--- config.mk ---
export PLATFORM = sky130hd
export DESIGN_NAME = postfix_stack_evaluator
export DESIGN_NICKNAME = d
export VERILOG_FILES = /design/src/hw/rtl/pse_pkg.sv /design/src/hw/rtl/postfix_stack_evaluator.sv
export SDC_FILE = /design/constraint.sdc
export NUM_CORES = 2
export LEC_CHECK = 0
export ABC_CLOCK_PERIOD_IN_PS = 6790
export BUFFER_PORTS_ARGS = -buffer_cell sky130_fd_sc_hd__buf_2
export CAP_MARGIN = 20
export CORE_MARGIN = 2
export CORE_UTILIZATION = 50
export DETAILED_ROUTE_END_ITERATION = 7
export GPL_TIMING_DRIVEN = 0
export PLACE_DENSITY = 0.67
export RECOVER_POWER = 100
export SLEW_MARGIN = 20
export SYNTH_ARGS = -nofsm -noshare
export SYNTH_HDL_FRONTEND = slang
export SYNTH_SLANG_ARGS = --single-unit
--- constraint.sdc ---
create_clock -name clk -period 6.79 [get_ports clk]
set_clock_uncertainty 0.05 [all_clocks]
set_input_delay 2.037 -clock clk [delete_from_list [all_inputs] [get_ports clk]]
set_output_delay 2.037 -clock clk [all_outputs]
set_load 0.01 [all_outputs]
--- src/hw/rtl/pse_pkg.sv ---
// shared constants for the postfix stack evaluator
`default_nettype none

package pse_pkg;

    // data path widths
    localparam int DATA_W   = 32;
    localparam int CH_W     = 8;
    localparam int STATUS_W = 3;

    // default operand stack depth
    localparam int STACK_DEPTH_DEF = 64;

    // result status codes
    localparam logic [STATUS_W-1:0] ST_OK        = 3'd0;
    localparam logic [STATUS_W-1:0] ST_UNDERFLOW = 3'd1;
    localparam logic [STATUS_W-1:0] ST_OVERFLOW  = 3'd2;
    localparam logic [STATUS_W-1:0] ST_DIVZERO   = 3'd3;
    localparam logic [STATUS_W-1:0] ST_BADCHAR   = 3'd4;

    // ascii codes of the token characters
    localparam logic [CH_W-1:0] CH_ZERO  = 8'h30;
    localparam logic [CH_W-1:0] CH_NINE  = 8'h39;
    localparam logic [CH_W-1:0] CH_SPACE = 8'h20;
    localparam logic [CH_W-1:0] CH_PLUS  = 8'h2B;
    localparam logic [CH_W-1:0] CH_MINUS = 8'h2D;
    localparam logic [CH_W-1:0] CH_MUL   = 8'h2A;
    localparam logic [CH_W-1:0] CH_DIV   = 8'h2F;

endpackage : pse_pkg

`default_nettype wire

--- src/hw/rtl/postfix_stack_evaluator.sv ---
// postfix stack evaluator: sequencer, operand stack memory and shared alu/divider
//
// Usage: the input channel (in_valid/in_ready) carries one ASCII character of
// a postfix expression per transaction in ch, with last set on the final one.
// Digit runs form decimal numbers, a space separates tokens, and + - * / pop
// two operands and push the result. On the final character one transaction on
// the output channel (out_valid/out_ready) carries the top of the stack in
// value and a status code; value is zero when the status is not ok.
// Pacing: in_ready drops for the whole of one character's work, so a new
// character is taken only once the last is done. The / operator runs the 32
// steps of the shared restoring divider; an operator that faults skips the
// stack reads, and a zero divisor skips the divider. A final character then
// passes S_END, S_END_RD and S_END_VAL to close the number, read the top of
// the stack from the stack memory and register the result.
// Stall: a finished result waits in the output register while the next
// expression is taken in; only a second result waits for out_ready.
// Reset: clears the sequencer, stack pointer, number accumulator and fault
// code; the stack memory is not cleared and no clearing pass is needed.
`default_nettype none

module postfix_stack_evaluator
    import pse_pkg::*;
#(
    parameter int STACK_DEPTH = STACK_DEPTH_DEF
) (
    input  wire logic                clk,
    input  wire logic                rst_n,
    input  wire logic                in_valid,
    output logic                     in_ready,
    input  wire logic [CH_W-1:0]     ch,
    input  wire logic                last,
    output logic                     out_valid,
    input  wire logic                out_ready,
    output logic signed [DATA_W-1:0] value,
    output logic [STATUS_W-1:0]      status
);

    localparam int IDX_W = (STACK_DEPTH > 1) ? $clog2(STACK_DEPTH) : 1;
    localparam int CNT_W = $clog2(STACK_DEPTH + 1);
    localparam int DCNT_W = $clog2(DATA_W);

    typedef enum logic [3:0] {
        S_IDLE,
        S_CHAR,
        S_ACT,
        S_RD2,
        S_EXEC,
        S_DIV,
        S_DIV_FIN,
        S_PUSH,
        S_END,
        S_END_RD,
        S_END_VAL
    } state_t;

    state_t                 state_reg, state_next;
    logic [CH_W-1:0]        ch_reg, ch_next;
    logic                   last_reg, last_next;
    logic [CNT_W-1:0]       count_reg, count_next;
    logic [DATA_W-1:0]      accum_reg, accum_next;
    logic                   open_reg, open_next;
    logic [STATUS_W-1:0]    fault_reg, fault_next;
    logic [DATA_W-1:0]      first_reg, first_next;
    logic [DATA_W-1:0]      res_reg, res_next;
    logic [DATA_W-1:0]      rem_reg, rem_next;
    logic [DATA_W-1:0]      mb_reg, mb_next;
    logic                   neg_reg, neg_next;
    logic [DCNT_W-1:0]      dcnt_reg, dcnt_next;
    logic [DATA_W-1:0]      value_reg, value_next;
    logic [STATUS_W-1:0]    status_reg, status_next;
    logic                   out_valid_reg, out_valid_next;

    // stack memory
    logic [DATA_W-1:0]      stack_mem [STACK_DEPTH];
    logic [DATA_W-1:0]      rdata_reg;
    logic                   wr_en;
    logic [IDX_W-1:0]       wr_addr;
    logic [DATA_W-1:0]      wr_data;
    logic                   rd_en;
    logic [IDX_W-1:0]       rd_addr;

    // character decode
    logic                   is_digit;
    logic                   is_op;
    logic [3:0]             digit;

    // push helper
    logic                   push_req;
    logic [DATA_W-1:0]      push_val;
    logic [CNT_W-1:0]       push_base;

    // divider step
    logic [DATA_W:0]        rem_sh;
    logic [DATA_W:0]        diff;

    logic                   can_out;
    logic [DATA_W-1:0]      second;
    logic [CNT_W-1:0]       cnt_m1;
    logic [CNT_W-1:0]       cnt_m2;
    logic [CH_W-1:0]        ch_off;

    assign ch_off   = ch_reg - CH_ZERO;
    assign is_digit = (ch_reg >= CH_ZERO) && (ch_reg <= CH_NINE);
    assign is_op    = (ch_reg == CH_PLUS) || (ch_reg == CH_MINUS) ||
                      (ch_reg == CH_MUL)  || (ch_reg == CH_DIV);
    assign digit    = ch_off[3:0];
    assign cnt_m1   = count_reg - CNT_W'(1);
    assign cnt_m2   = count_reg - CNT_W'(2);
    assign second   = rdata_reg;
    assign can_out  = !out_valid_reg || out_ready;
    assign rem_sh   = {rem_reg, res_reg[DATA_W-1]};
    assign diff     = rem_sh - {1'b0, mb_reg};

    // sequencer next state
    always_comb
    begin
        state_next     = state_reg;
        ch_next        = ch_reg;
        last_next      = last_reg;
        count_next     = count_reg;
        accum_next     = accum_reg;
        open_next      = open_reg;
        fault_next     = fault_reg;
        first_next     = first_reg;
        res_next       = res_reg;
        rem_next       = rem_reg;
        mb_next        = mb_reg;
        neg_next       = neg_reg;
        dcnt_next      = dcnt_reg;
        value_next     = value_reg;
        status_next    = status_reg;
        out_valid_next = out_valid_reg && !out_ready;
        rd_en          = 1'b0;
        rd_addr        = '0;
        push_req       = 1'b0;
        push_val       = accum_reg;
        push_base      = count_reg;

        unique case (state_reg)
            S_IDLE:
            begin
                if (in_valid)
                begin
                    ch_next    = ch;
                    last_next  = last;
                    state_next = S_CHAR;
                end
            end
            S_CHAR:
            begin
                if (is_digit)
                begin
                    accum_next = (accum_reg << 3) + (accum_reg << 1) + DATA_W'(digit);
                    open_next  = 1'b1;
                    state_next = last_reg ? S_END : S_IDLE;
                end
                else
                begin
                    // a non-digit ends the open number
                    if (open_reg)
                    begin
                        push_req   = 1'b1;
                        open_next  = 1'b0;
                        accum_next = '0;
                    end
                    state_next = S_ACT;
                end
            end
            S_ACT:
            begin
                state_next = last_reg ? S_END : S_IDLE;
                if (ch_reg == CH_SPACE)
                begin
                    // separator only
                end
                else if (is_op)
                begin
                    if (fault_reg == ST_OK)
                    begin
                        if (count_reg < CNT_W'(2))
                        begin
                            fault_next = ST_UNDERFLOW;
                            count_next = '0;
                        end
                        else
                        begin
                            rd_en      = 1'b1;
                            rd_addr    = cnt_m1[IDX_W-1:0];
                            state_next = S_RD2;
                        end
                    end
                end
                else
                begin
                    if (fault_reg == ST_OK)
                        fault_next = ST_BADCHAR;
                    count_next = '0;
                end
            end
            S_RD2:
            begin
                first_next = rdata_reg;
                rd_en      = 1'b1;
                rd_addr    = cnt_m2[IDX_W-1:0];
                state_next = S_EXEC;
            end
            S_EXEC:
            begin
                state_next = S_PUSH;
                case (ch_reg)
                    CH_PLUS:  res_next = second + first_reg;
                    CH_MINUS: res_next = second - first_reg;
                    CH_MUL:   res_next = second * first_reg;
                    default:
                    begin
                        if (first_reg == '0)
                        begin
                            fault_next = ST_DIVZERO;
                            count_next = '0;
                            state_next = last_reg ? S_END : S_IDLE;
                        end
                        else
                        begin
                            // load magnitudes into the divider
                            res_next   = second[DATA_W-1] ? (DATA_W'(0) - second) : second;
                            mb_next    = first_reg[DATA_W-1] ? (DATA_W'(0) - first_reg)
                                                             : first_reg;
                            neg_next   = second[DATA_W-1] ^ first_reg[DATA_W-1];
                            rem_next   = '0;
                            dcnt_next  = '0;
                            state_next = S_DIV;
                        end
                    end
                endcase
            end
            S_DIV:
            begin
                // one restoring division step per cycle
                if (!diff[DATA_W])
                begin
                    rem_next = diff[DATA_W-1:0];
                    res_next = {res_reg[DATA_W-2:0], 1'b1};
                end
                else
                begin
                    rem_next = rem_sh[DATA_W-1:0];
                    res_next = {res_reg[DATA_W-2:0], 1'b0};
                end
                dcnt_next = dcnt_reg + DCNT_W'(1);
                if (dcnt_reg == DCNT_W'(DATA_W - 1))
                    state_next = S_DIV_FIN;
            end
            S_DIV_FIN:
            begin
                if (neg_reg)
                    res_next = DATA_W'(0) - res_reg;
                state_next = S_PUSH;
            end
            S_PUSH:
            begin
                push_req   = 1'b1;
                push_val   = res_reg;
                push_base  = cnt_m2;
                state_next = last_reg ? S_END : S_IDLE;
            end
            S_END:
            begin
                if (open_reg)
                begin
                    push_req   = 1'b1;
                    open_next  = 1'b0;
                    accum_next = '0;
                end
                state_next = S_END_RD;
            end
            S_END_RD:
            begin
                rd_en      = (fault_reg == ST_OK) && (count_reg != '0);
                rd_addr    = cnt_m1[IDX_W-1:0];
                state_next = S_END_VAL;
            end
            S_END_VAL:
            begin
                // wait here only while an earlier result is still pending
                if (can_out)
                begin
                    out_valid_next = 1'b1;
                    if (fault_reg != ST_OK)
                    begin
                        status_next = fault_reg;
                        value_next  = '0;
                    end
                    else if (count_reg == '0)
                    begin
                        status_next = ST_UNDERFLOW;
                        value_next  = '0;
                    end
                    else
                    begin
                        status_next = ST_OK;
                        value_next  = rdata_reg;
                    end
                    count_next = '0;
                    accum_next = '0;
                    open_next  = 1'b0;
                    fault_next = ST_OK;
                    state_next = S_IDLE;
                end
            end
            default:
            begin
                state_next = S_IDLE;
            end
        endcase

        // shared push: skipped after a fault, overflow on a full stack
        wr_en   = 1'b0;
        wr_addr = push_base[IDX_W-1:0];
        wr_data = push_val;
        if (push_req && (fault_reg == ST_OK))
        begin
            if (push_base >= CNT_W'(STACK_DEPTH))
            begin
                fault_next = ST_OVERFLOW;
                count_next = '0;
            end
            else
            begin
                wr_en      = 1'b1;
                count_next = push_base + CNT_W'(1);
            end
        end
    end

    // state and registered outputs
    always_ff @(posedge clk or negedge rst_n)
    begin
        if (!rst_n)
        begin
            state_reg     <= S_IDLE;
            ch_reg        <= '0;
            last_reg      <= 1'b0;
            count_reg     <= '0;
            accum_reg     <= '0;
            open_reg      <= 1'b0;
            fault_reg     <= ST_OK;
            first_reg     <= '0;
            res_reg       <= '0;
            rem_reg       <= '0;
            mb_reg        <= '0;
            neg_reg       <= 1'b0;
            dcnt_reg      <= '0;
            value_reg     <= '0;
            status_reg    <= ST_OK;
            out_valid_reg <= 1'b0;
        end
        else
        begin
            state_reg     <= state_next;
            ch_reg        <= ch_next;
            last_reg      <= last_next;
            count_reg     <= count_next;
            accum_reg     <= accum_next;
            open_reg      <= open_next;
            fault_reg     <= fault_next;
            first_reg     <= first_next;
            res_reg       <= res_next;
            rem_reg       <= rem_next;
            mb_reg        <= mb_next;
            neg_reg       <= neg_next;
            dcnt_reg      <= dcnt_next;
            value_reg     <= value_next;
            status_reg    <= status_next;
            out_valid_reg <= out_valid_next;
        end
    end

    // operand stack: one write and one registered read per cycle
    always_ff @(posedge clk)
    begin
        if (wr_en)
            stack_mem[wr_addr] <= wr_data;
        if (rd_en)
            rdata_reg <= stack_mem[rd_addr];
    end

    assign in_ready  = (state_reg == S_IDLE);
    assign out_valid = out_valid_reg;
    assign value     = value_reg;
    assign status    = status_reg;

    // stack pointer never passes the stack depth
    assert property (@(posedge clk) disable iff (!rst_n)
        count_reg <= CNT_W'(STACK_DEPTH))
        else $error("stack pointer beyond stack depth");

    // a fault always leaves the stack empty
    assert property (@(posedge clk) disable iff (!rst_n)
        (fault_reg != ST_OK) |-> (count_reg == '0))
        else $error("stack not emptied after fault");

    // a result with a nonzero status carries a zero value
    assert property (@(posedge clk) disable iff (!rst_n)
        (out_valid_reg && (status_reg != ST_OK)) |-> (value_reg == '0))
        else $error("nonzero value with fault status");

    // the input is closed in the cycle after an accepted character
    assert property (@(posedge clk) disable iff (!rst_n)
        (in_valid && in_ready) |=> !in_ready)
        else $error("input reopened right after a transaction");

    // the divider only runs on a nonzero divisor
    assert property (@(posedge clk) disable iff (!rst_n)
        (state_reg == S_DIV) |-> (mb_reg != '0))
        else $error("divider running on zero divisor");

endmodule : postfix_stack_evaluator

`default_nettype wire

==> flow_summary.yaml <==
status:
  status: "finished, violations left"
  violations: "capacitance limit, slew limit, setup timing"
synthesis:
  yosysWarnings: 0
  synth_fp_nets: 9368
  synth_edf_count: 2080
  ys_async_sr_fraction_pct: 9.80
  ys_types: 98
  ys_seq_elements: 2306
  synth-seq-area-share_pct: 59.9
  synth.avg_cell_area_um2: 13.1
  syn-instance-count: 8686
  synth_area_um2: 114000
  ys.flop_type: "edfxtp_1"
route:
  vias_per_cell: 6.22
  drt-pass1-iter-count: 6
  remaining_drc_errors: 0
  wl_um: 370000
  drt_iter0_drc: 10791
  vias: 77254
  wl_per_cell_um: 29.8
  ant_nets: 0
finish:
  final_common_cell: "edfxtp_1"
  layout-drive-gt1-share_pct: 14.2
  syn2layout_area_growth_pct: 14.2
  fin_cells: 12425
  final_area_um2: 130000
  final_cell_mix: "edfxtp_1 (2080), nand2_1 (1618), inv_1 (436), nor2_1 (405), clkbuf_1 (397)"
  num-nets-final: 9895
  largest_register_ffs: 2048
  nFillCells: 17966
  top_register: "stack_mem"
cts:
  numCtsBuffers: 227
  tritoncts: "yes"
  ctsHtreeMaxLevel: 4
  clockBufferDepth: 3
  holdBufCountCts: 0
  cts_root_buf: "clkbuf_16"
  cts_sinks: 2306
  path_clk_slew_ps: 60
  clock_latency_ps: 920
critical_path:
  startpoint: "rdata_reg[11]"
  reg2regPathDepth: 26
  start_kind: "register"
  r2r_setup_slack_ps: -700
  crit_end: "res_reg[25]"
  crit_required_ps: 7460
  r2r-start: "rdata_reg[11]"
  endpoint_kind: "register"
  timing.rr.end: "res_reg[25]"
  worstPathMaxFanout: 5
  critPathArrivalTime_ps: 8160
  worstSetupPathType: "reg -> reg"
global_routing:
  antenna_found_initial: 26
  grt_pass1_vias: 76080
  grt_pass1_wl_um: 529000
  grt_usage_pct: 31.8
  grt_overflow: 0
  grt_max_degree: 92
sta:
  rsz0062_at_grt: "true"
  fin_ws_ps: -696
  period_share_pct: 110
  tns_ps: -11110
  final_hold_viol_count: 0
  fin_crit_ps: 7490
  slew_viol_final: 2600
  worst_pin_slew_ps: 3620
  slew_headroom_pct: -141
  fmax_mhz: 134
  setup_viol: 36
  hold_ws_ps: 427
die:
  dieHeight_um: 481
  die_w_um: 481
  coreArea_um2: 227000
  io_pins: 50
  start_util_pct: 50.2
  rows: 175
  die_area_um2: 231000
placement:
  gp_congestion: 1.04
  dp_hpwl_um: 259000
  dp.cells: 11851
  postPlaceCellArea_um2: 121000
  portBuffers: 49
run:
  maxCapViolCount: 89
worst_hold_path:
  worstHoldPathType: "reg -> reg"
  whs_path_depth: 2
==> kinds of logic (layout without fill, tap and decap cells) <==
group                      Yosys count  count (layout)  share of synthesized area, %
AOI/OAI and AO/OA                 1094            1094                          6.53
xor gates and xnor gates           265             265                          2.04
adders and majority gates          669             669                          10.1
buffers and inverters              981            1703                          3.47
DFF                               2306            2306                          59.9
muxes                              357             357                          5.97
other                                0               8                             0
and+or+nand+nor                   3014            3014                          12.1
==> final cells by class <==
class	count	area (um^2)	area share, %
Antenna cell	8	20.0	0.0154
Buffer	509	3180	2.45
Clock buffer	274	5870	4.51
Clock inverter	150	1870	1.44
Inverter	451	1700	1.30
Multi-Input combinational cell	5399	43200	33.3
Sequential cell	2306	68100	52.4
Tap cell	3009	3760	2.90
Timing Repair Buffer	319	2200	1.69
==> worst min path at each step <==
stage / startpoint / end / slack (ps)
after global placement: status[1] / status[1] / 410
after CTS: value[6] / value[6] / 430
final: mb_reg[9] / mb_reg[9] / 430
after floorplan: dcnt_reg[3] / dcnt_reg[3] / 400
after global routing: value[25] / value[25] / 460
after detailed placement: value[6] / value[6] / 420
==> Yosys cell counts, types with 46 or more instances <==
library cell	count	area share (%)
fa_1	412	7.2
a21oi_1	168	0.74
a221oi_1	48	0.37
inv_1	450	1.5
o21ai_0	243	1.1
o22ai_1	57	0.31
buf_2	130	0.57
dfrtp_1	226	5.0
nand2_1	1626	5.4
a311oi_1	67	0.52
xnor2_1	143	1.1
and3_1	114	0.63
a31oi_1	126	0.69
mux4_2	256	5.1
a22oi_1	46	0.30
nand3_1	258	1.1
xor2_1	122	0.94
a32oi_1	71	0.55
edfxtp_1	2080	55
mux2i_1	89	0.78
and2_1	314	1.7
a21o_1	48	0.32
clkbuf_1	342	1.1
ha_1	257	2.8
nor2_1	408	1.3
==> routing by layer <==
layer	GRT usage [%]	part of all wire, %
met1	41.5	37
met2	48.6	45
met3	6.77	10
met4	20.6	8.1
met5	0.0207	0.018
==> repair_timing <==
| item | 4_1_cts | 5_1_grt |
|---|---|---|
| pin swaps | 171 | 140 |
| setup endpoints to repair | 22 | 22 |
| setup buffers | 114 | 47 |
| gates resized for setup | 494 | 106 |
| cloned | 4 | 1 |
==> critical path, stage by stage, from the launching register on <==
cell,delay [ps]
edfxtp_1,500
buf_6,190
clkbuf_16,160
and2_4,140
fa_1,530
fa_2,480
fa_1,510
inv_2,50
fa_1,470
inv_1,50
fa_1,500
inv_2,40
fa_1,470
inv_1,50
fa_2,560
fa_1,460
ha_4,260
a21o_1,160
a21o_1,170
a21oi_2,170
o21ai_2,100
a21oi_4,290
xnor2_2,180
a22oi_1,190
o21ai_1,120
a222oi_1,370
o21ai_1,100
==> through the flow <==
stage / utilization [%] / worst slack (ps)
floorplan: - / 28.0
global placement: 52.0 / -3550
detailed placement: 53.5 / -2020
CTS: 58.2 / -485
global route: 57.3 / -732
finish: 57.3 / -696
Power is left out: the tool's default activity adds up to more than one toggle a clock period on the data nets, which glitch-free logic cannot reach.
